`config.mk`:
```
export PLATFORM = sky130hd
export DESIGN_NAME = lpcg_correct
export DESIGN_NICKNAME = d
export VERILOG_FILES = /design/src/hdl/lpcg_pkg.sv /design/src/hdl/lpcg_correct.sv
export SDC_FILE = /design/constraint.sdc
export NUM_CORES = 1
export LEC_CHECK = 0
export ABC_AREA = 1
export BUFFER_PORTS_ARGS = -buffer_cell sky130_fd_sc_hd__buf_2
export CAP_MARGIN = 20
export CORE_MARGIN = 2
export CORE_UTILIZATION = 45
export CTS_CLUSTER_SIZE = 14
export DETAILED_ROUTE_END_ITERATION = 10
export SYNTH_ARGS = -nofsm -noshare
export SYNTH_HDL_FRONTEND = slang
export SYNTH_SLANG_ARGS = --single-unit
export TNS_END_PERCENT = 10
```
`constraint.sdc`:
```
create_clock -name i_clk -period 4.5 [get_ports i_clk]
set_input_delay 0.225 -clock i_clk [delete_from_list [all_inputs] [get_ports i_clk]]
set_output_delay 0.225 -clock i_clk [all_outputs]
set_load 0.05 [all_outputs]
```
`src/hdl/lpcg_pkg.sv`:
```
// lpcg_pkg: types, constants and helper functions for the LED pixel color generator.
// No dependencies.
`timescale 1ns / 1ps
package lpcg_pkg;

    localparam int unsigned IDX_W = 10;

    typedef enum logic {
        CMD_HSV  = 1'b0,
        CMD_HEAT = 1'b1
    } t_cmd;

    typedef enum logic {
        GAMMA_LUT    = 1'b0,
        GAMMA_SQUARE = 1'b1
    } t_gamma_mode;

    typedef struct packed {
        logic [IDX_W-1:0] led_index;
        logic [7:0]       red;
        logic [7:0]       green;
        logic [7:0]       blue;
        logic [7:0]       fade;
    } t_color;

    localparam logic [7:0] GAMMA_LUT_TBL [256] = '{
        8'd0, 8'd0, 8'd0, 8'd0, 8'd0, 8'd0, 8'd0, 8'd0,
        8'd1, 8'd1, 8'd1, 8'd1, 8'd1, 8'd1, 8'd1, 8'd1,
        8'd2, 8'd2, 8'd2, 8'd2, 8'd2, 8'd2, 8'd2, 8'd3,
        8'd3, 8'd3, 8'd3, 8'd3, 8'd4, 8'd4, 8'd4, 8'd5,
        8'd5, 8'd5, 8'd5, 8'd5, 8'd6, 8'd6, 8'd6, 8'd6,
        8'd7, 8'd7, 8'd7, 8'd8, 8'd8, 8'd8, 8'd8, 8'd8,
        8'd9, 8'd10, 8'd10, 8'd10, 8'd10, 8'd11, 8'd11, 8'd12,
        8'd12, 8'd12, 8'd12, 8'd13, 8'd13, 8'd13, 8'd14, 8'd14,
        8'd15, 8'd15, 8'd15, 8'd16, 8'd17, 8'd17, 8'd17, 8'd17,
        8'd18, 8'd18, 8'd19, 8'd20, 8'd20, 8'd20, 8'd20, 8'd21,
        8'd22, 8'd22, 8'd23, 8'd23, 8'd23, 8'd24, 8'd25, 8'd25,
        8'd26, 8'd26, 8'd27, 8'd27, 8'd28, 8'd28, 8'd29, 8'd30,
        8'd30, 8'd31, 8'd31, 8'd32, 8'd33, 8'd33, 8'd34, 8'd35,
        8'd35, 8'd36, 8'd37, 8'd37, 8'd38, 8'd38, 8'd39, 8'd40,
        8'd41, 8'd41, 8'd42, 8'd43, 8'd44, 8'd45, 8'd45, 8'd46,
        8'd47, 8'd47, 8'd48, 8'd49, 8'd50, 8'd51, 8'd52, 8'd53,
        8'd54, 8'd54, 8'd55, 8'd56, 8'd56, 8'd57, 8'd58, 8'd59,
        8'd60, 8'd61, 8'd62, 8'd63, 8'd64, 8'd65, 8'd66, 8'd67,
        8'd68, 8'd69, 8'd69, 8'd70, 8'd71, 8'd73, 8'd74, 8'd75,
        8'd76, 8'd77, 8'd78, 8'd79, 8'd80, 8'd81, 8'd82, 8'd84,
        8'd85, 8'd86, 8'd87, 8'd89, 8'd90, 8'd91, 8'd93, 8'd94,
        8'd95, 8'd96, 8'd97, 8'd98, 8'd100, 8'd101, 8'd102, 8'd103,
        8'd105, 8'd106, 8'd108, 8'd109, 8'd110, 8'd111, 8'd113, 8'd115,
        8'd117, 8'd118, 8'd119, 8'd121, 8'd122, 8'd123, 8'd124, 8'd127,
        8'd128, 8'd130, 8'd131, 8'd133, 8'd134, 8'd136, 8'd137, 8'd139,
        8'd140, 8'd143, 8'd145, 8'd146, 8'd147, 8'd148, 8'd151, 8'd153,
        8'd154, 8'd156, 8'd158, 8'd159, 8'd162, 8'd163, 8'd165, 8'd167,
        8'd169, 8'd171, 8'd173, 8'd174, 8'd176, 8'd179, 8'd180, 8'd182,
        8'd185, 8'd186, 8'd188, 8'd190, 8'd192, 8'd194, 8'd196, 8'd199,
        8'd201, 8'd202, 8'd205, 8'd207, 8'd209, 8'd211, 8'd214, 8'd216,
        8'd218, 8'd220, 8'd223, 8'd225, 8'd226, 8'd230, 8'd231, 8'd235,
        8'd236, 8'd240, 8'd241, 8'd245, 8'd246, 8'd250, 8'd251, 8'd255
    };

    // 8x8 fade with +1 when both operands are nonzero
    function automatic logic [7:0] scale8(input logic [7:0] x, input logic [7:0] f);
        logic [15:0] p;
        p = x * f;
        return p[15:8] + {7'd0, (x != 8'd0) && (f != 8'd0)};
    endfunction

    function automatic logic [7:0] gamma(input logic [7:0] x, input logic mode);
        logic [16:0] sq;
        sq = 17'(x) * 17'(x) + 17'd255;
        return (mode == GAMMA_SQUARE) ? sq[15:8] : GAMMA_LUT_TBL[x];
    endfunction

    // x / 255 for x < 65280: (x + 1 + (x >> 8)) >> 8
    function automatic logic [7:0] div255(input logic [15:0] x);
        logic [16:0] t;
        t = {1'b0, x} + 17'd1 + {9'd0, x[15:8]};
        return t[15:8];
    endfunction

    // x / 60 for x < 15360: reciprocal 1092/65536 never overshoots, one upward fixup
    function automatic logic [7:0] div60(input logic [13:0] x);
        logic [24:0] p;
        logic [7:0]  q;
        logic [13:0] rem;
        p   = x * 11'd1092;
        q   = p[23:16];
        rem = x - 14'(q * 6'd60);
        if (rem >= 14'd60) begin
            q = q + 8'd1;
        end
        return q;
    endfunction

endpackage

```
`src/hdl/lpcg_correct.sv`:
```
// lpcg_correct: fade scaling and gamma correction, two register stages.
// Depends on lpcg_pkg.
`timescale 1ns / 1ps
module lpcg_correct (
    input  logic             i_clk,
    input  logic             i_rst_n,
    input  logic             i_en,
    input  logic             i_gamma_mode,
    input  logic             i_valid,
    input  lpcg_pkg::t_color i_color,
    output logic             o_valid,
    output lpcg_pkg::t_color o_color
);
    import lpcg_pkg::*;

    logic   r_v;
    t_color r_c;

    always_ff @(posedge i_clk) begin
        if (!i_rst_n) begin
            r_v     <= 1'b0;
            o_valid <= 1'b0;
        end else if (i_en) begin
            r_v     <= i_valid;
            o_valid <= r_v;
        end
        if (i_en) begin
            r_c.led_index <= i_color.led_index;
            r_c.red       <= scale8(i_color.red, i_color.fade);
            r_c.green     <= scale8(i_color.green, i_color.fade);
            r_c.blue      <= scale8(i_color.blue, i_color.fade);
            r_c.fade      <= i_color.fade;
            o_color.led_index <= r_c.led_index;
            o_color.red       <= gamma(r_c.red, i_gamma_mode);
            o_color.green     <= gamma(r_c.green, i_gamma_mode);
            o_color.blue      <= gamma(r_c.blue, i_gamma_mode);
            o_color.fade      <= r_c.fade;
        end
    end
endmodule

```
---- Yosys cells after proc, flatten, opt, wreduce, memory -nomap -nowiden ----
Memory sizes are Yosys's and may differ from the RTL's.
Index checks and enable logic that the tools add are counted.
Widths: inputs -> output; s select.
word-level totals
  memory bits (read-only) ................. 6144
  word-level logic and storage cells ...... 49
  bits of input ports ..................... 47
  output and inout port bits .............. 43
  memories kept ........................... 3
  bits in registers ....................... 86
memory list
  memory            words  bits a word  read ports  clocked after memory_dff  write ports  line            source
  (name not given)  256    8            1           0                         0            lpcg_pkg.sv:71  return (mode == GAMMA_SQUARE) ? sq[15:8] : GAMMA_LUT_TBL[x];
  (name not given)  256    8            1           0                         0            lpcg_pkg.sv:71
  (name not given)  256    8            1           0                         0            lpcg_pkg.sv:71
operators by class
  multiply operators ...................... 6
  reductions and logical operators ........ 7
  bitwise logic cells ..................... 3
  add/subtract/negate cells ............... 6
  multiplexer cells ....................... 9
  $lt $le $gt $ge ......................... 3
operators by type and width
  operator               count
  $mul 8x8->16           6
  $mux 8                 9
  $add 16x8->16 const B  3
  $reduce_bool 8->1      4
  $ge 9x9->1 const B     3
  $not 8->9              3
  $add 8x1->8            3
  $logic_and 1x1->1      3

---- Depth between registers and ports, before layout ----
  depth in word-level cells ............... 5
  gate-level depth with buffers ........... 27
  mapped depth without buffers ............ 24

---- Worst setup path after synthesis ----
No wires, ideal clock.
  kind .................................... input -> register
  start ................................... in i_color[5] in the netlist's numbering
  end ..................................... reg r_c[14] in the netlist's numbering, data pin
  required time ........................... 4.247 ns
  arrival time ............................ 4.318 ns
  stages on the path ...................... 21
  path slack .............................. -0.071 ns
  cell sequence ........................... clkbuf_1 > clkbuf_1 > nand2_1 > fa_1 > fa_1 > inv_1 > fa_1 > fa_1 > ha_1 > nand2_1 > nand2_1 > o21bai_1 > a21oi_1 > xor2_1 > ha_1 > ha_1 > nand2_1 > nor2_4 > nand3_1 > nand2_1 > nand2_1
on the way
  longest elaborated chain between the ends .. 3
RTL lines
  item                                                                  line                source
  from (decl)                                                           lpcg_correct.sv:10  input lpcg_pkg::t_color i_color,
  parallel branches: the longest is 2 deep, another holds $mul 8x8->16  --
  $add 8x1->8 (*)                                                       lpcg_pkg.sv:65      return p[15:8] + {7'd0, (x != 8'd0) && (f != 8'd0)};
  to (decl)                                                             lpcg_correct.sv:17  t_color r_c;
Mark *: on every way between the ends.
A chain may end at the register's enable or synchronous reset.

---- Final worst setup path ----
  start ................................... reg r_c[18] in the netlist's numbering
  end ..................................... reg o_color[23] in the netlist's numbering, data pin
on the way
  longest elaborated chain between the ends .. 5
RTL lines
  item                                                                  line                source
  parallel branches: the longest is 4 deep, another holds $mul 8x8->16  --
  $mux 8 (*)                                                            lpcg_pkg.sv:71
  to (decl)                                                             lpcg_correct.sv:12  output lpcg_pkg::t_color o_color
Mark *: on every way between the ends. The select of a mux whose other input is x is not followed.

==> results by stage <==
Run status:
- The run finished with clean final reports.

Timing:
- Setup repair after global routing could not meet its margin everywhere.
- After layout, the worst setup slack is 0.116 ns.
- The minimum period implied by the final worst setup slack is 4.38 ns.
- The peak clock frequency supported by timing is 0.228 GHz.
- The worst pin sits at a relative slew slack of 52.1%.
- The number of max-slew violations in the final report is 0.
- At the pin with the least slew margin, the transition time is between 0.7 and 0.8 ns.
- The total count of hold-check failures in the final report came to 0.
- Setup violations remaining at the end of the flow were counted as 0.
- The clock tree skew after final layout is 0.00767 ns.
- Of the available clock period, the critical path in the final layout requires between 90 and 100%.

Critical path:
- STA classifies the critical path endpoint as a register.
- The startpoint kind of the worst setup timing path is a register.
- At the worst endpoint, the required time is 4.62 ns.
- Counting cells, the worst reg-to-reg path comes to 18.
- The largest single stage delay on the critical path is 0.53 ns.
- The launching point of the worst reg2reg path is r_c[18].
- By startpoint and endpoint, the worst setup path is classified as reg -> reg.
- The critical register-to-register path endpoint is o_color[23].
- The worst endpoint data arrival time is 4.51 ns.
- The critical path goes through buf_4 -> buf_4 -> buf_4 -> fa_2 -> fa_1 -> inv_1 -> fa_1 -> inv_1 -> fa_1 -> ha_4 -> nand2_1 -> nor3_2 -> nand3_2 -> nand4_1 -> nand2_2 -> nor2_2 -> o21ai_2 -> xor2_1.
- Of all nets on the critical path, the largest fanout is 4.
- Across all register-to-register paths, the minimum setup slack is about 0.12 ns.
- The slowest cell on the critical path is sky130_fd_sc_hd__fa_1.

Cells and area:
- The library cell used most frequently in the layout, excluding fill and tap cells, is sky130_fd_sc_hd__nand2_1.
- The library cells used most frequently in the layout, excluding fill and tap cells, are sky130_fd_sc_hd__nand2_1, sky130_fd_sc_hd__inv_1, sky130_fd_sc_hd__ha_1.
- The proportion of layout cells with a drive suffix above 1 is 14.5%.
- The area growth from synthesis to layout is 15.2%.
- The filler cell count in the final layout is ~4300.
- The final net count is 3493.

Route:
- The number of detailed-route iterations in the first pass is 6.
- The via density per instance is roughly 5.2.
- For this run, design rule violations remaining after detail routing come to 0.
- The final route contains 18800 vias.
- The DRC marker count from the first detailed-route iteration is 1362.
- The remaining number of nets flagged by the antenna check after routing is 0.
- The wire length per cell after detailed routing is 16.1 µm.
- The routed design has about 58000 µm of wire.

Logic synthesis:
- For this run, the number of Yosys warnings is 0.
- The primary flip-flop cell chosen by synthesis mapping is sky130_fd_sc_hd__edfxtp_1.
- In this run, synthesis produced a sequential element count of 86.
- The mapped netlist covers 19600 µm².
- The number of distinct library cells after synthesis is 50.
- In the synthesized netlist, the number of instances is approximately 2800.
- Counting flops with an async set or reset pin after synthesis yields a share of 0%.
- The average instance in the mapped netlist occupies 6.97 µm².
- The count of flip-flops with a built-in enable after synthesis is 84.
- The part of the Yosys area used for sequential elements is 13.1%.
- The number of nets handed over by synthesis was between 3000 and 4000.

Global route:
- The number of antenna violations at the first check in global routing came to 6.
- The total routing resource utilization after global routing is 25.9%.
- The via count of the first global-routing pass came to 18300.
- Entering global routing, the biggest net connects 53 pins.
- The aggregate global routing overflow is 0.
- The global-route wire length before repair is 93000 µm.

Die:
- The y dimension of the die is about 210 µm.
- The floorplan has 76 rows.
- The horizontal extent of the die is 213 µm.
- The effective utilization at floorplan is 45.5%.
- The area of the die is 45200 µm².
- The floorplan core area is 43000 µm².
- For this design the top-level I/O count stands at 90.

Clock network:
- The cell at the root of the clock tree is sky130_fd_sc_hd__clkbuf_16.
- At the later pin of the worst-skew pair, clock insertion delay measures 0.38 ns.
- Clock-pin slew was measured on the worst setup and hold paths at 0.08 ns.
- The clock drives 86 sinks.
- No sink is reached through more buffers than the 2 on the longest clock path.
- The number of H-tree levels is 3.
- In this run, CTS created clock tree buffers numbering 9.
- TritonCTS built the clock tree.

Flow run:
- The tool flagged a number of max-cap violations equal to 0.

Hold path:
- The type of the most critical hold path is in -> reg.
- The cell depth of the worst min-delay path is 1.
- The worst hold path begins at i_color[33].
- For hold timing, the worst endpoint is r_c[33].

Placed design:
- The HPWL after detailed placement is 46900 µm.
- The final weighted congestion of routability-driven global placement is between 0.9 and 1.
- Before CTS, the worst setup slack after placement is -0.274 ns.
- Buffers placed on the I/O ports in this run total a little under 90.
-- stage by stage --
| stage | area [µm²] | utilization, % | cells | TNS [ns] | hold slack (ns) |
|---|---|---|---|---|---|
| after CTS | 22000 | 51.1 | 3570 | 0 | 0.00280 |
| after global placement | 21600 | 50.3 | 3550 | -1.23 | 0.402 |
| after detailed placement | 21600 | 50.3 | 3550 | -2.74 | 0.404 |
| final | 22600 | 52.5 | 3603 | 0 | 0.0262 |
| after floorplan | 19600 | - | 2808 | -0.00355 | 0.324 |
| after global routing | 22600 | 52.5 | 3602 | -0.566 | 0.00819 |
-- area by class of cell --
| cell class | instances | area, µm² | area share (%) |
|---|---|---|---|
| antenna | 4 | 10.0 | 0.0444 |
| timing repair buffer | 299 | 2080 | 9.21 |
| multi-input combinational | 1999 | 14600 | 64.6 |
| tap | 585 | 732 | 3.24 |
| sequential | 86 | 2560 | 11.4 |
| clock inverter | 6 | 53.8 | 0.238 |
| inverter | 614 | 2300 | 10.2 |
| clock buffer | 10 | 239 | 1.06 |
-- Yosys cell counts (all sizes together) (3+ instances only) --
library cell | n | area share [%]
clkbuf | 51 | 0.98
xnor2 | 14 | 0.63
nand2 | 757 | 15
nor4 | 10 | 0.32
nand4 | 32 | 1.0
o21bai | 11 | 0.42
a31oi | 11 | 0.35
a22oi | 6 | 0.23
o21ai | 153 | 3.9
a21o | 6 | 0.23
nand3b | 7 | 0.31
edfxtp | 84 | 13
ha | 242 | 15
o22ai | 15 | 0.48
a211oi | 3 | 0.12
o221ai | 13 | 0.58
nand3 | 124 | 3.2
buf | 58 | 1.5
nor3 | 17 | 0.43
o311ai | 4 | 0.18
o21a | 9 | 0.35
and2 | 3 | 0.096
or2 | 5 | 0.16
fa | 195 | 20
o211ai | 24 | 0.92
o2111ai | 4 | 0.18
clkinv | 5 | 0.096
a21oi | 155 | 4.0
nor2 | 155 | 3.3
xor2 | 16 | 0.72
inv | 609 | 12
-- worst max-delay path, delay by kind of cell (launching register included) --
family / cells / cell delay, ns
xor+xnor: 1 / 0.19
fa+ha+maj: 5 / 2.23
flops: 1 / 0.43
simple gates: 6 / 0.67
buf+inv: 5 / 0.55
compound gates: 1 / 0.06
-- layer usage --
metal / global-route usage [%] / wire, µm
met1: 35.1 / 25800
met2: 43.3 / 27500
met3: 3.10 / 3200
met4: 7.62 / 1310
met5: 0 / 27
-- how the worst max path moves through the flow --
| stage | cells after the start | to | from |
|---|---|---|---|
| floorplan | 21 | o_color[31] | r_c[26] |
| global placement | 22 | r_c[14] | i_color[2] |
| detailed placement | 23 | r_c[20] | i_color[2] |
| CTS | 17 | o_color[10] | r_c[13] |
| global route | 18 | o_color[10] | r_c[13] |
| finish | 18 | o_color[23] | r_c[18] |
-- cells by family (layout without fill, tap and decap cells) --
kind of cell / count (synthesis) / count (layout) / share of synthesized area (%)
AOI/OAI and AO/OA: 420 / 420 / 12.2
xor gates and xnor gates: 30 / 30 / 1.34
adders and majority gates: 437 / 437 / 35.4
buffers and inverters: 723 / 929 / 14.3
DFF: 86 / 86 / 13.1
other: 0 / 4 / 0
and+or+nand+nor: 1112 / 1112 / 23.7
-- repair_timing --
item                       4_1_cts  5_1_grt
buffers inserted                 0       29
setup endpoints to repair        6       33
pin swaps                        1       39
hold endpoints to repair         4        0
hold buffers                     4        0
resized for setup                7       86
-- registers in the layout, indices dropped and copies added (netlist names) --
signal   count
o_valid      1
o_color     42
r_v          1
r_c         42
Power is left out: the tool's default activity adds up to more than one toggle a clock period on the data nets, which glitch-free logic cannot reach.
