`src/hdl/lpcg_pkg.sv`:
```
// lpcg_pkg: types, constants and helper functions for the LED pixel color generator.
// No dependencies.
`timescale 1ns / 1ps
package lpcg_pkg;

    localparam int unsigned IDX_W = 10;

    typedef enum logic {
        CMD_HSV  = 1'b0,
        CMD_HEAT = 1'b1
    } t_cmd;

    typedef enum logic {
        GAMMA_LUT    = 1'b0,
        GAMMA_SQUARE = 1'b1
    } t_gamma_mode;

    typedef struct packed {
        logic [IDX_W-1:0] led_index;
        logic [7:0]       red;
        logic [7:0]       green;
        logic [7:0]       blue;
        logic [7:0]       fade;
    } t_color;

    localparam logic [7:0] GAMMA_LUT_TBL [256] = '{
        8'd0, 8'd0, 8'd0, 8'd0, 8'd0, 8'd0, 8'd0, 8'd0,
        8'd1, 8'd1, 8'd1, 8'd1, 8'd1, 8'd1, 8'd1, 8'd1,
        8'd2, 8'd2, 8'd2, 8'd2, 8'd2, 8'd2, 8'd2, 8'd3,
        8'd3, 8'd3, 8'd3, 8'd3, 8'd4, 8'd4, 8'd4, 8'd5,
        8'd5, 8'd5, 8'd5, 8'd5, 8'd6, 8'd6, 8'd6, 8'd6,
        8'd7, 8'd7, 8'd7, 8'd8, 8'd8, 8'd8, 8'd8, 8'd8,
        8'd9, 8'd10, 8'd10, 8'd10, 8'd10, 8'd11, 8'd11, 8'd12,
        8'd12, 8'd12, 8'd12, 8'd13, 8'd13, 8'd13, 8'd14, 8'd14,
        8'd15, 8'd15, 8'd15, 8'd16, 8'd17, 8'd17, 8'd17, 8'd17,
        8'd18, 8'd18, 8'd19, 8'd20, 8'd20, 8'd20, 8'd20, 8'd21,
        8'd22, 8'd22, 8'd23, 8'd23, 8'd23, 8'd24, 8'd25, 8'd25,
        8'd26, 8'd26, 8'd27, 8'd27, 8'd28, 8'd28, 8'd29, 8'd30,
        8'd30, 8'd31, 8'd31, 8'd32, 8'd33, 8'd33, 8'd34, 8'd35,
        8'd35, 8'd36, 8'd37, 8'd37, 8'd38, 8'd38, 8'd39, 8'd40,
        8'd41, 8'd41, 8'd42, 8'd43, 8'd44, 8'd45, 8'd45, 8'd46,
        8'd47, 8'd47, 8'd48, 8'd49, 8'd50, 8'd51, 8'd52, 8'd53,
        8'd54, 8'd54, 8'd55, 8'd56, 8'd56, 8'd57, 8'd58, 8'd59,
        8'd60, 8'd61, 8'd62, 8'd63, 8'd64, 8'd65, 8'd66, 8'd67,
        8'd68, 8'd69, 8'd69, 8'd70, 8'd71, 8'd73, 8'd74, 8'd75,
        8'd76, 8'd77, 8'd78, 8'd79, 8'd80, 8'd81, 8'd82, 8'd84,
        8'd85, 8'd86, 8'd87, 8'd89, 8'd90, 8'd91, 8'd93, 8'd94,
        8'd95, 8'd96, 8'd97, 8'd98, 8'd100, 8'd101, 8'd102, 8'd103,
        8'd105, 8'd106, 8'd108, 8'd109, 8'd110, 8'd111, 8'd113, 8'd115,
        8'd117, 8'd118, 8'd119, 8'd121, 8'd122, 8'd123, 8'd124, 8'd127,
        8'd128, 8'd130, 8'd131, 8'd133, 8'd134, 8'd136, 8'd137, 8'd139,
        8'd140, 8'd143, 8'd145, 8'd146, 8'd147, 8'd148, 8'd151, 8'd153,
        8'd154, 8'd156, 8'd158, 8'd159, 8'd162, 8'd163, 8'd165, 8'd167,
        8'd169, 8'd171, 8'd173, 8'd174, 8'd176, 8'd179, 8'd180, 8'd182,
        8'd185, 8'd186, 8'd188, 8'd190, 8'd192, 8'd194, 8'd196, 8'd199,
        8'd201, 8'd202, 8'd205, 8'd207, 8'd209, 8'd211, 8'd214, 8'd216,
        8'd218, 8'd220, 8'd223, 8'd225, 8'd226, 8'd230, 8'd231, 8'd235,
        8'd236, 8'd240, 8'd241, 8'd245, 8'd246, 8'd250, 8'd251, 8'd255
    };

    // 8x8 fade with +1 when both operands are nonzero
    function automatic logic [7:0] scale8(input logic [7:0] x, input logic [7:0] f);
        logic [15:0] p;
        p = x * f;
        return p[15:8] + {7'd0, (x != 8'd0) && (f != 8'd0)};
    endfunction

    function automatic logic [7:0] gamma(input logic [7:0] x, input logic mode);
        logic [16:0] sq;
        sq = 17'(x) * 17'(x) + 17'd255;
        return (mode == GAMMA_SQUARE) ? sq[15:8] : GAMMA_LUT_TBL[x];
    endfunction

    // x / 255 for x < 65280: (x + 1 + (x >> 8)) >> 8
    function automatic logic [7:0] div255(input logic [15:0] x);
        logic [16:0] t;
        t = {1'b0, x} + 17'd1 + {9'd0, x[15:8]};
        return t[15:8];
    endfunction

    // x / 60 for x < 15360: reciprocal 1092/65536 never overshoots, one upward fixup
    function automatic logic [7:0] div60(input logic [13:0] x);
        logic [24:0] p;
        logic [7:0]  q;
        logic [13:0] rem;
        p   = x * 11'd1092;
        q   = p[23:16];
        rem = x - 14'(q * 6'd60);
        if (rem >= 14'd60) begin
            q = q + 8'd1;
        end
        return q;
    endfunction

endpackage

```
`src/hdl/lpcg_hsv.sv`:
```
// lpcg_hsv: pipelined HSV / heat to RGB conversion, three register stages.
// Depends on lpcg_pkg.
`timescale 1ns / 1ps
module lpcg_hsv #(
    parameter int MAX_LEDS = 1024
) (
    input  logic                          i_clk,
    input  logic                          i_rst_n,
    input  logic                          i_en,
    input  logic                          i_valid,
    input  logic                          i_cmd,
    input  logic [7:0]                    i_hue,
    input  logic [7:0]                    i_saturation,
    input  logic [7:0]                    i_brightness,
    input  logic [7:0]                    i_temperature,
    input  logic [7:0]                    i_fade,
    input  logic [lpcg_pkg::IDX_W-1:0]    i_led_index,
    output logic                          o_valid,
    output lpcg_pkg::t_color              o_color
);
    import lpcg_pkg::*;

    localparam int unsigned MAXI = (MAX_LEDS > 1024) ? 1023 : MAX_LEDS - 1;

    function automatic logic [8:0] deg17(input logic [12:0] x);
        logic [25:0] p;
        logic [8:0]  q;
        logic [12:0] rem;
        p   = x * 13'd3855;
        q   = p[24:16];
        rem = x - 13'(q * 5'd17);
        if (rem >= 13'd17) begin
            q = q + 9'd1;
        end
        return q;
    endfunction

    // stage 1: degrees, span, heat scaling
    logic             r_v1, r_cmd1;
    logic [8:0]       r_deg1;
    logic [7:0]       r_span1, r_v1val, r_t1, r_fade1;
    logic [IDX_W-1:0] r_idx1;
    logic [12:0]      n_deg24;
    logic [IDX_W-1:0] n_idx;

    always_comb begin
        n_deg24 = 13'd24 * {5'd0, i_hue};
        n_idx   = (i_led_index > IDX_W'(MAXI)) ? IDX_W'(MAXI) : i_led_index;
    end

    always_ff @(posedge i_clk) begin
        if (!i_rst_n) begin
            r_v1 <= 1'b0;
        end else if (i_en) begin
            r_v1 <= i_valid;
        end
        if (i_en) begin
            r_cmd1  <= i_cmd;
            // 24*h/17 < 361: x*3855>>16 with one correction
            r_deg1  <= deg17(n_deg24);
            r_span1 <= div255(i_brightness * i_saturation);
            r_v1val <= i_brightness;
            r_t1    <= scale8(i_temperature, 8'd191);
            r_fade1 <= i_fade;
            r_idx1  <= n_idx;
        end
    end

    // stage 2: sector, remainder product
    logic             r_v2, r_cmd2;
    logic [2:0]       r_sec2;
    logic [13:0]      r_prod2;
    logic [7:0]       r_span2, r_v2val, r_t2, r_fade2;
    logic [IDX_W-1:0] r_idx2;
    logic [7:0]       n_q;
    logic [8:0]       n_rem;
    logic [2:0]       n_sec;

    always_comb begin
        n_q   = div60({5'd0, r_deg1});
        n_rem = r_deg1 - 9'(n_q * 6'd60);
        n_sec = (n_q >= 8'd6) ? 3'(n_q - 8'd6) : n_q[2:0];
    end

    always_ff @(posedge i_clk) begin
        if (!i_rst_n) begin
            r_v2 <= 1'b0;
        end else if (i_en) begin
            r_v2 <= r_v1;
        end
        if (i_en) begin
            r_cmd2  <= r_cmd1;
            r_sec2  <= n_sec;
            r_prod2 <= r_span1 * n_rem[5:0];
            r_span2 <= r_span1;
            r_v2val <= r_v1val;
            r_t2    <= r_t1;
            r_fade2 <= r_fade1;
            r_idx2  <= r_idx1;
        end
    end

    // stage 3: channel select
    logic [7:0] n_a, n_lo, n_up, n_dn, n_r, n_g, n_b, n_ramp;

    always_comb begin
        n_a    = div60(r_prod2);
        n_lo   = r_v2val - r_span2;
        n_up   = n_lo + n_a;
        n_dn   = r_v2val - n_a;
        n_ramp = {r_t2[5:0], 2'b00};
        if (r_cmd2 == CMD_HEAT) begin
            if (r_t2[7]) begin
                n_r = 8'd255; n_g = 8'd255; n_b = n_ramp;
            end else if (r_t2[6]) begin
                n_r = 8'd255; n_g = n_ramp; n_b = 8'd0;
            end else begin
                n_r = n_ramp; n_g = 8'd0; n_b = 8'd0;
            end
        end else begin
            case (r_sec2)
                3'd0: begin n_r = r_v2val; n_g = n_up; n_b = n_lo; end
                3'd1: begin n_r = n_dn; n_g = r_v2val; n_b = n_lo; end
                3'd2: begin n_r = n_lo; n_g = r_v2val; n_b = n_up; end
                3'd3: begin n_r = n_lo; n_g = n_dn; n_b = r_v2val; end
                3'd4: begin n_r = n_up; n_g = n_lo; n_b = r_v2val; end
                default: begin n_r = r_v2val; n_g = n_lo; n_b = n_dn; end
            endcase
        end
    end

    always_ff @(posedge i_clk) begin
        if (!i_rst_n) begin
            o_valid <= 1'b0;
        end else if (i_en) begin
            o_valid <= r_v2;
        end
        if (i_en) begin
            o_color <= '{led_index: r_idx2, red: n_r, green: n_g, blue: n_b,
                         fade: r_fade2};
        end
    end
endmodule

```
`config.mk`:
```
export PLATFORM = sky130hd
export DESIGN_NAME = lpcg_hsv
export DESIGN_NICKNAME = d
export VERILOG_FILES = /design/src/hdl/lpcg_pkg.sv /design/src/hdl/lpcg_hsv.sv
export SDC_FILE = /design/constraint.sdc
export NUM_CORES = 1
export LEC_CHECK = 0
export BUFFER_PORTS_ARGS = -buffer_cell sky130_fd_sc_hd__buf_2
export CAP_MARGIN = 20
export CORE_MARGIN = 4
export CORE_UTILIZATION = 45
export CTS_BUF_LIST = sky130_fd_sc_hd__clkbuf_4 sky130_fd_sc_hd__clkbuf_8 sky130_fd_sc_hd__clkbuf_16
export DETAILED_ROUTE_END_ITERATION = 8
export GPL_TIMING_DRIVEN = 0
export HOLD_SLACK_MARGIN = 0.12
export PLACE_DENSITY_LB_ADDON = 0.3
export SLEW_MARGIN = 20
export SYNTH_ARGS = -nofsm -noshare
export SYNTH_HDL_FRONTEND = slang
export SYNTH_SLANG_ARGS = --single-unit
```
`constraint.sdc`:
```
create_clock -name i_clk -period 13.9 [get_ports i_clk]
set_input_delay 0.695 -clock i_clk [delete_from_list [all_inputs] [get_ports i_clk]]
set_output_delay 0.695 -clock i_clk [all_outputs]
set_load 0.005 [all_outputs]
```
---- Yosys cells after proc, flatten, opt, wreduce, memory -nomap -nowiden ----
Cells that the tools add are included.
operators by class
  multiplexer cells ....................... 15
  shift operators ......................... 0
  equal/unequal tests ..................... 4
  div/mod/pow operators ................... 0
  reduce and logical (&&, ||, !) cells .... 6
  $add $sub $neg .......................... 14
  $mul .................................... 11
  bitwise logic cells ..................... 0
  order comparisons ....................... 5
operators with widths
  cell                                                                    count
  8-bit two-way mux                                                       9
  8-bit case mux with 3 select lines                                      3
  14-bit by 6-bit >= comparator with 1-bit output, second input constant  2
  10-bit by 12-bit multiplier with 22-bit output, second input constant   1
  14-bit by 9-bit multiplier with 22-bit output, second input constant    1
  9-bit by 9-bit multiplier with 18-bit output, second input constant     1
  16-bit by 1-bit adder with 16-bit output, second input constant         1
  16-bit by 8-bit adder with 16-bit output                                1
  8-bit by 8-bit multiplier with 16-bit output                            1
  8-bit by 8-bit multiplier with 16-bit output, second input constant     1
  8-bit subtractor                                                        2
  8-bit by 6-bit multiplier with 14-bit output                            1
  14-bit subtractor                                                       1
  13-bit by 5-bit >= comparator with 1-bit output, second input constant  1
  9-bit by 5-bit multiplier with 13-bit output, second input constant     1
  13-bit subtractor                                                       1
  8-bit by 4-bit multiplier with 12-bit output, second input constant     1
  9-bit by 10-bit subtractor with 11-bit output                           1
  10-bit > comparator, second input constant                              1
  2-bit by 8-bit multiplier with 10-bit output, first input constant      1
  9-bit by 1-bit adder with 9-bit output, second input constant           1
  9-bit two-way mux                                                       1
  8-bit by 1-bit adder with 8-bit output                                  1
  8-bit by 1-bit adder with 8-bit output, second input constant           1
  other kinds (15)                                                        19
storage, ports and cells
  logic and storage cells ................. 78
  flip-flop bits (word level) ............. 157
  bits in writable memories ............... 0
  memories kept ........................... 0
  output and inout bits ................... 43
  latch bits .............................. 0
  ROM bits ................................ 0

---- Logic depth before layout (Yosys ltp) ----
Gate-level depths: netlist of the first run.
  word-level depth ........................ 8
  depth in mapped cells ................... 51

---- Worst setup path before layout of the first run ----
No wires, ideal clock.
  path kind ............................... flip-flop to flip-flop
  from .................................... register r_deg1[0]
  to ...................................... register r_prod2[13] (data pin)
  library setup time ...................... 0.258 ns
  clock period less this slack ............ 11.403 ns
  setup slack ............................. 2.497 ns
  arrival ................................. 11.146 ns
  cell stages (with the launch flop) ...... 50
  data required time ...................... 13.642 ns
  cells stage by stage .................... edfxtp_1 -> ha_1 -> ha_1 -> ha_1 -> ha_1 -> a21boi_1 -> o21a_1 -> o21a_1 -> o211ai_1 -> a21oi_1 -> nor2_1 -> xnor2_1 -> inv_1 -> fa_1 -> fa_1 -> inv_1 -> ha_1 -> a21o_1 -> [... 14 more ...] -> xnor2_1 -> xnor2_1 -> nand2_1 -> fa_1 -> fa_1 -> fa_1 -> inv_1 -> ha_1 -> a21o_1 -> a21oi_1 -> o21bai_1 -> a21oi_1 -> nor2b_1 -> o21a_1 -> o21ai_0 -> nand2b_1 -> a21oi_1 -> xnor2_1
on the way
  longest elaborated chain between the ends .. 8
  elaborated cells between the ends (all ways) .. 9
  classes of those cells .................. 3 x add/sub; 4 x mul; 1 x order compare; 1 x mux
ends and longest elaborated chain
  item                                             line            text
  from (decl)                                      lpcg_hsv.sv:40  logic [8:0] r_deg1;
  from (signal assigned)                           lpcg_hsv.sv:60  r_deg1 <= deg17(n_deg24);
  9-bit by 9-bit multiplier with 18-bit output     lpcg_pkg.sv:86  p = x * 11'd1092;
  4-bit by 4-bit multiplier with 8-bit output      lpcg_pkg.sv:88  rem = x - 14'(q * 6'd60);
  9-bit by 10-bit subtractor with 11-bit output    lpcg_pkg.sv:88
  14-bit by 6-bit >= comparator with 1-bit output  lpcg_pkg.sv:89  if (rem >= 14'd60) begin
  5-bit two-way mux                                lpcg_pkg.sv:89
  5-bit by 4-bit multiplier with 4-bit output      lpcg_hsv.sv:81  n_rem = r_deg1 - 9'(n_q * 6'd60);
  6-bit subtractor *                               lpcg_hsv.sv:81
  8-bit by 6-bit multiplier with 14-bit output *   lpcg_hsv.sv:94  r_prod2 <= r_span1 * n_rem[5:0];
  to (signal assigned)                             lpcg_hsv.sv:94
  to (decl)                                        lpcg_hsv.sv:72  logic [13:0] r_prod2;
Mark *: on every way between the ends. The rest lies on a longest branch, timed or not.
A chain may end at the register's enable or synchronous reset.

---- Worst setup path in the final report of the first run ----
  from .................................... register r_deg1[1]
  to ...................................... register r_prod2[13] (data pin)
The elaborated chain is that of the path after synthesis.

==> impl_metrics.py, run 1 <==
metrics = {
    "logic_synthesis": {
        "ys_ff_latch": 157,
        "synth_common_cells": "ha_1, inv_1, edfxtp_1, fa_1, nand2_1",
        "postSynthAreaPerCell_um2": 10.1,
        "postSynth.asyncResetShare_pct": 0,
        "synth-edff-count": 154,
        "synth_nets": 2460,
        "netlist_area_um2": 19100,
        "yosysTopAreaCellShare_pct": 24.2,
        "ys_seq_area_share_pct": 24.5,
        "synth_ff_type": "edfxtp_1",
        "synthCells": 1894,
        "synthTopCellsByArea": "edfxtp_1, ha_1, fa_1",
        "yosysWarnings": 0,
        "yosys.cell_count.top_type": "ha_1",
        "synth_top_area_cell": "edfxtp_1",
        "yosysUniqueCellTypes": 75,
    },
    "flow_run": {
        "maxCapViolations": 0,
    },
    "sta": {
        "period_share_pct": 91.2,
        "hold_viol_final": 0,
        "slew_headroom_pct": 30.9,
        "min_period_ns": 12.68,
        "skew_ns": 0.0149,
        "rsz0062_at_grt": "no",
        "fin_setup_tns_ns": 0,
        "tightest_slew_ns": 1.03,
        "setup_viol": 0,
        "max_freq_mhz": 78.9,
        "final_max_slew_viol_count": 0,
    },
    "place": {
        "port_buffers": 87,
        "gp_congestion": 0.912,
        "dp_hpwl_um": 32000,
    },
    "clock_network": {
        "cts_htree_levels": 4,
        "cts_tree": "done",
        "cts_buffers": 17,
        "cts-hold-fix-buffers": 0,
        "cts_resized": 0,
        "clk_path_buf_depth": 2,
        "cts.clk_slew.worst_paths_ns": 0.06,
        "clock-sinks": 157,
        "clock-root-buffer": "clkbuf_16",
        "post_cts_buffers": 0,
        "clkLatencyLatePin_ns": 0.42,
    },
    "layout": {
        "syn2layout_area_growth_pct": 9.12,
        "fin_nets": 2567,
        "multi_input_area_um2": 13100,
        "regArea_um2": 4680,
        "nFillCells": 3833,
        "n_antenna_cell": 0,
        "drive_above_1_share_pct": 7.50,
    },
    "detailed_routing": {
        "vias": 13400,
        "drc": 0,
        "drt-total-wl_um": 38600,
        "drt_iter0_drc": 645,
        "first_pass_iters": 5,
        "routedWlPerCell_um": 15.1,
        "viasPerCell": 5.23,
        "ant_nets": 0,
    },
    "global_route": {
        "gr-total-overflow": 0,
        "grt.total_usage_pct": 16.8,
        "antenna_found_initial": 0,
        "grt_max_degree": 106,
        "grt_pass1_vias": 13800,
        "grt_pass1_wl_um": 65300,
    },
    "die": {
        "boundaryPins": 98,
        "initial_core_util_pct": 45.6,
        "num_rows": 75,
        "die_area_um2": 45900,
        "die_h_um": 214,
        "die_w_um": 214,
        "coreArea_um2": 41900,
    },
    "critical_path": {
        "critPathCaptureType": "register",
        "slowest_delay_ns": 0.56,
        "path_buf_inv": 5,
        "r2r_end": "r_prod2[13]",
        "worstPathRequired_ns": 14.07,
        "path_class": "register to register",
        "startpoint_type": "register",
        "reg2reg_from": "r_deg1[1]",
        "arrival_ns": 12.85,
        "path_max_fanout": 10,
        "r2r_cells": 49,
        "cpMostUsedCell": "ha_1",
        "slowest_stage": "edfxtp_1",
        "cp_top_family": "adder cells",
        "r2r_setup_slack_ns": 1.22,
    },
    "min_path": {
        "hp-start": "r_v1val[6]",
        "hold_path_end": "r_v2val[6]",
        "worstHoldPathCells": 0,
        "hp-class": "register to register",
    },
    "run_status": {
        "outcome": "finished clean",
    },
}
placed cells by master, fill, tap and decap left out, drive strengths merged, types with 9 or more instances in the layout:
master / instances
and2: 58
a31oi: 9
buf: 91
clkbuf: 49
fa: 149
edfxtp: 154
a21oi: 100
ha: 362
a21o: 36
o21bai: 15
o21ai: 55
xnor2: 83
o21a: 18
a211oi: 22
nor3: 29
inv: 323
mux2i: 21
nand3: 28
nand2: 115
nor4: 12
nand2b: 21
xor2: 58
nor2: 64
nor2b: 27
routing by layer:
metal  part of all wire [%]  global-route usage (%)  up-vias
li1                       -                       -     6675
met1                     46                    22.4     6423
met2                     49                    29.6      222
met3                    3.0                    1.56       43
met4                    1.4                    4.06        0
met5                      0                       0        -
registers in the layout, summed over array words and instances (netlist names), 8 cells and up:
register and flops:
r_span2 8, r_t1 8, r_v1val 8, r_t2 8
r_fade2 8, r_span1 8, r_deg1 9, o_color 42
r_fade1 8, r_v2val 8, r_idx1 10, r_prod2 14
r_idx2 10
through the flow:
| stage | setup WS [ns] | area [um2] | std cells | util (%) | hold WS (ns) |
|---|---|---|---|---|---|
| finish | 1.22 | 20900 | 2553 | 49.8 | 0.412 |
| global route | 0.445 | 20900 | 2553 | 49.8 | 0.413 |
| CTS | 1.18 | 20900 | 2553 | 49.7 | 0.412 |
| detailed placement | 1.24 | 20300 | 2521 | 48.3 | 0.405 |
| global placement | 1.43 | 20200 | 2520 | 48.3 | 0.401 |
| floorplan | 2.50 | 19100 | 1894 | - | 0.400 |
worst max path at each step:
stage                         start  slack, ns  depth (start not counted)           to
final                     r_deg1[1]       1.22                         49  r_prod2[13]
after global routing      r_deg1[0]       0.45                         49  r_prod2[13]
after CTS                 r_deg1[1]       1.18                         49  r_prod2[13]
after detailed placement  r_deg1[0]       1.24                         49  r_prod2[13]
after global placement    r_deg1[0]       1.43                         49  r_prod2[13]
after floorplan           r_deg1[0]       2.50                         49  r_prod2[13]
logic make-up after synthesis:
family,Yosys count,synth area share [%]
compound gates,307,10.4
xor+xnor,143,6.69
fa+ha+maj,511,39.3
buf+inv,352,6.91
flops,157,24.5
mux,27,1.45
simple gates,397,10.8
final cells by class:
type / count / share of cell area (%)
timing repair buffer: 88 / 2.27
buffer: 34 / 0.611
multi-input combinational: 1385 / 62.9
clock buffer: 18 / 2.10
inverter: 318 / 5.72
clock inverter: 14 / 0.725
sequential: 157 / 22.4
tap: 539 / 3.23
Power of run 1 is left out: the tool's default activity adds up to more than one toggle a clock period on the data nets, which glitch-free logic cannot reach.
==> run 2, diff against run 1 <==
GPL_TIMING_DRIVEN = default   (was 0)
MAX_ROUTING_LAYER = met4   (was default)
==> impl_metrics.py, run 2 (synthesized netlist as in run 1, its figures left out) <==
metrics = {
    "detailed_routing": {
        "vias": 13300,
        "ant_nets": 0,
        "first_pass_iters": 5,
        "routedWlPerCell_um": 14.7,
        "drc": 0,
        "viasPerCell": 5.25,
        "drt_iter0_drc": 760,
        "drt-total-wl_um": 37200,
    },
    "critical_path": {
        "r2r_cells": 49,
        "r2r_end": "r_prod2[13]",
        "cp_top_family": "adder cells",
        "r2r_setup_slack_ns": 1.23,
        "path_max_fanout": 9,
        "critPathCaptureType": "register",
        "path_buf_inv": 5,
        "slowest_stage": "xnor2_1",
        "arrival_ns": 12.83,
        "cpMostUsedCell": "ha_1",
        "reg2reg_from": "r_deg1[0]",
        "slowest_delay_ns": 0.57,
        "path_class": "register to register",
        "startpoint_type": "register",
        "worstPathRequired_ns": 14.06,
    },
    "layout": {
        "nFillCells": 3790,
        "fin_nets": 2550,
        "final_cell_mix": "ha_1, inv_1, edfxtp_1",
        "drive_above_1_share_pct": 8.36,
        "top_regs": "o_color x42, r_prod2 x14",
        "top_register": "o_color",
        "regArea_um2": 4680,
        "n_antenna_cell": 0,
        "multi_input_area_um2": 13100,
        "layout_commonest_cell": "ha_1",
        "syn2layout_area_growth_pct": 8.69,
        "largest_reg_flops": 42,
        "postLayoutCellArea_um2": 20800,
    },
    "clock_network": {
        "cts.clk_slew.worst_paths_ns": 0.06,
        "post_cts_buffers": 0,
        "cts_resized": 0,
        "cts-hold-fix-buffers": 0,
        "cts_buffers": 17,
        "clock-root-buffer": "clkbuf_16",
        "clock-sinks": 157,
        "cts_htree_levels": 4,
        "clk_path_buf_depth": 2,
        "clkLatencyLatePin_ns": 0.42,
        "cts_tree": "done",
    },
    "die": {
        "die_h_um": 214,
        "initial_core_util_pct": 45.6,
        "boundaryPins": 98,
        "num_rows": 75,
        "coreArea_um2": 41900,
        "die_w_um": 214,
        "die_area_um2": 45900,
    },
    "sta": {
        "period_share_pct": 91.2,
        "fin_setup_tns_ns": 0,
        "max_freq_mhz": 78.9,
        "skew_ns": 0.0179,
        "setup_viol": 0,
        "tightest_slew_ns": 0.976,
        "slew_headroom_pct": 34.7,
        "final_max_slew_viol_count": 0,
        "hold_viol_final": 0,
        "min_period_ns": 12.67,
        "rsz0062_at_grt": "no",
    },
    "global_route": {
        "antenna_found_initial": 0,
        "gr-total-overflow": 0,
        "grt.total_usage_pct": 17.0,
        "grt_pass1_vias": 13800,
        "grt_max_degree": 91,
        "grt_pass1_wl_um": 64700,
    },
    "min_path": {
        "hp-start": "r_v1val[4]",
        "hp-class": "register to register",
        "worstHoldPathCells": 0,
        "hold_path_end": "r_v2val[4]",
    },
    "place": {
        "gp_congestion": 0.902,
        "port_buffers": 97,
        "dp_hpwl_um": 31000,
        "placedInstanceArea_um2": 20200,
    },
    "flow_run": {
        "maxCapViolations": 0,
    },
    "run_status": {
        "outcome": "finished clean",
    },
}
-- run 2: cell count changes in the layout (fill, tap and decap cells not counted), moves of 2 or more --
cell | before | now
clkbuf_1 | 31 | 0
clkbuf_4 | 0 | 3
buf_4 | 0 | 7
inv_6 | 4 | 2
buf_1 | 3 | 0
buf_6 | 0 | 2
buf_2 | 86 | 96
-- run 2: worst max-delay path by stage --
stage,startpoint,to,slack (ns),depth (start not counted)
5_1_grt,r_deg1[0],r_prod2[13],0.35,49
3_3_place_gp,r_deg1[0],r_prod2[13],1.77,49
4_1_cts,r_deg1[0],r_prod2[13],1.21,49
6_report,r_deg1[0],r_prod2[13],1.23,49
2_1_floorplan,r_deg1[0],r_prod2[13],2.50,49
3_5_place_dp,r_deg1[0],r_prod2[13],1.24,49
-- run 2: through the flow --
stage	hold WS, ns	setup slack, ns	util (%)	instances
floorplan	0.400	2.50	-	1894
global placement	0.400	1.77	48.2	2504
detailed placement	0.405	1.24	48.2	2504
CTS	0.412	1.21	49.6	2536
global route	0.421	0.349	49.6	2536
finish	0.412	1.23	49.6	2536
-- run 2: cell type report --
cell class | instances | share of cell area, %
Inverter | 318 | 5.74
Clock inverter | 10 | 0.403
Multi-Input combinational cell | 1385 | 63.1
Timing Repair Buffer | 105 | 2.67
Clock buffer | 22 | 2.29
Tap cell | 539 | 3.24
Sequential cell | 157 | 22.5
-- run 2: metal layers --
metal	share of wire, %	GRT usage, %	vias up
met5	0	-	-
met2	50	29.5	222
met3	3.2	1.73	25
met4	0.88	2.74	0
li1	-	-	6625
met1	46	22.1	6446
Power of run 2 is left out for the same reason.
==> run 3, diff against run 2 <==
==> constraint.sdc (replaced) <==
create_clock -name i_clk -period 13.9 [get_ports i_clk]
set_input_delay 0 -clock i_clk [delete_from_list [all_inputs] [get_ports i_clk]]
set_output_delay 0 -clock i_clk [all_outputs]
set_load 0.005 [all_outputs]
==> impl_metrics.py, run 3 (synthesized netlist as in run 1, its figures left out) <==
metrics = {
    "layout": {
        "drive_above_1_share_pct": 8.24,
        "layout_commonest_cell": "ha_1",
        "nFillCells": 3763,
        "fin_nets": 2580,
        "largest_reg_flops": 42,
        "regArea_um2": 4680,
        "top_register": "o_color",
        "postLayoutCellArea_um2": 21100,
        "multi_input_area_um2": 13100,
        "n_antenna_cell": 0,
        "final_cell_mix": "ha_1, inv_1, edfxtp_1",
        "syn2layout_area_growth_pct": 10.3,
        "top_regs": "o_color x42, r_prod2 x14",
    },
    "sta": {
        "min_period_ns": 12.69,
        "rsz0062_at_grt": "no",
        "skew_ns": 0.0190,
        "period_share_pct": 91.3,
        "tightest_slew_ns": 0.976,
        "max_freq_mhz": 78.8,
        "slew_headroom_pct": 34.7,
        "hold_viol_final": 0,
        "fin_setup_tns_ns": 0,
        "final_max_slew_viol_count": 0,
        "setup_viol": 0,
    },
    "global_route": {
        "grt.total_usage_pct": 17.2,
        "grt_pass1_wl_um": 65400,
        "grt_max_degree": 91,
        "antenna_found_initial": 0,
        "grt_pass1_vias": 13900,
        "gr-total-overflow": 0,
    },
    "critical_path": {
        "r2r_cells": 49,
        "slowest_stage": "xnor2_1",
        "critPathCaptureType": "register",
        "cpMostUsedCell": "ha_1",
        "r2r_setup_slack_ns": 1.21,
        "path_buf_inv": 5,
        "reg2reg_from": "r_deg1[0]",
        "path_max_fanout": 9,
        "startpoint_type": "register",
        "worstPathRequired_ns": 14.06,
        "path_class": "register to register",
        "r2r_end": "r_prod2[13]",
        "cp_top_family": "adder cells",
        "slowest_delay_ns": 0.57,
        "arrival_ns": 12.84,
    },
    "detailed_routing": {
        "highest_layer": "met4",
        "first_pass_iters": 5,
        "drc": 0,
        "drt_iter0_drc": 758,
        "ant_nets": 0,
        "wl_met1_um": 17300,
        "wl_met2_um": 18900,
        "wl_met3_um": 1090,
        "drt-total-wl_um": 37600,
        "vias": 13400,
        "routedWlPerCell_um": 14.7,
        "viasPerCell": 5.23,
    },
    "clock_network": {
        "cts_htree_levels": 4,
        "clock-sinks": 157,
        "cts_buffers": 17,
        "clk_path_buf_depth": 2,
        "cts.clk_slew.worst_paths_ns": 0.06,
        "cts_resized": 0,
        "clkLatencyLatePin_ns": 0.42,
        "cts_tree": "done",
        "clock-root-buffer": "clkbuf_16",
    },
    "min_path": {
        "hp-class": "input port to register",
        "worstHoldPathCells": 3,
        "hold_path_end": "r_t1[7]",
        "hp-start": "i_temperature[7]",
    },
    "die": {
        "die_w_um": 214,
        "num_rows": 75,
        "coreArea_um2": 41900,
        "die_area_um2": 45900,
        "initial_core_util_pct": 45.6,
        "die_h_um": 214,
        "boundaryPins": 98,
    },
    "place": {
        "dp_hpwl_um": 31000,
        "gp_congestion": 0.902,
        "port_buffers": 97,
        "placedInstanceArea_um2": 20200,
    },
    "flow_run": {
        "maxCapViolations": 0,
    },
    "run_status": {
        "outcome": "finished clean",
    },
}
[run 3: worst max path at each step]
stage / start / endpoint / slack [ns] / cells after the start
final: r_deg1[0] / r_prod2[13] / 1.21 / 49
after global routing: r_deg1[0] / r_prod2[13] / 0.35 / 49
after CTS: r_deg1[0] / r_prod2[13] / 1.21 / 49
after detailed placement: r_deg1[0] / r_prod2[13] / 1.24 / 49
after global placement: r_deg1[0] / r_prod2[13] / 1.77 / 49
after floorplan: r_deg1[0] / r_prod2[13] / 2.50 / 49
[run 3: worst register-to-register path: cells and delay by family (launching register included)]
kind | cells | cell delay [ns]
AO/OA/AOI/OAI | 15 | 2.58
XOR/XNOR | 5 | 1.43
adder cells (fa/ha/maj) | 16 | 5.97
buffers and inverters | 5 | 0.40
flip-flops | 1 | 0.51
multiplexers | 2 | 0.64
AND/OR/NAND/NOR | 6 | 0.91
[run 3: through the flow]
| stage | setup WS (ns) | hold slack (ns) | util (%) | instances |
|---|---|---|---|---|
| 5_1_grt | 0.349 | 0.268 | 50.3 | 2566 |
| 6_report | 1.21 | 0.243 | 50.3 | 2566 |
| 3_3_place_gp | 1.77 | 0.177 | 48.2 | 2504 |
| 4_1_cts | 1.21 | 0.225 | 50.3 | 2566 |
| 2_1_floorplan | 2.50 | 0.0989 | - | 1894 |
| 3_5_place_dp | 1.24 | 0.178 | 48.2 | 2504 |
[run 3: final cells by class]
| cell class | instances | share of cell area (%) |
|---|---|---|
| Multi-Input combinational cell | 1385 | 62.2 |
| Clock buffer | 22 | 2.25 |
| Clock inverter | 10 | 0.397 |
| Inverter | 318 | 5.66 |
| Timing Repair Buffer | 135 | 4.06 |
| Tap cell | 539 | 3.20 |
| Sequential cell | 157 | 22.2 |
[run 3: timing repair]
action | in CTS | in global routing
hold buffers | 30 | 0
endpoints found under the hold margin | 94 | 0
buffers inserted | 0 | 0
[run 3: per-layer routing]
| metal | vias to the layer above | track usage (%) |
|---|---|---|
| met5 | - | - |
| met4 | 0 | 2.74 |
| met3 | 25 | 1.73 |
| met2 | 208 | 30.1 |
| met1 | 6496 | 22.2 |
| li1 | 6691 | - |
Power of run 3 is left out for the same reason.
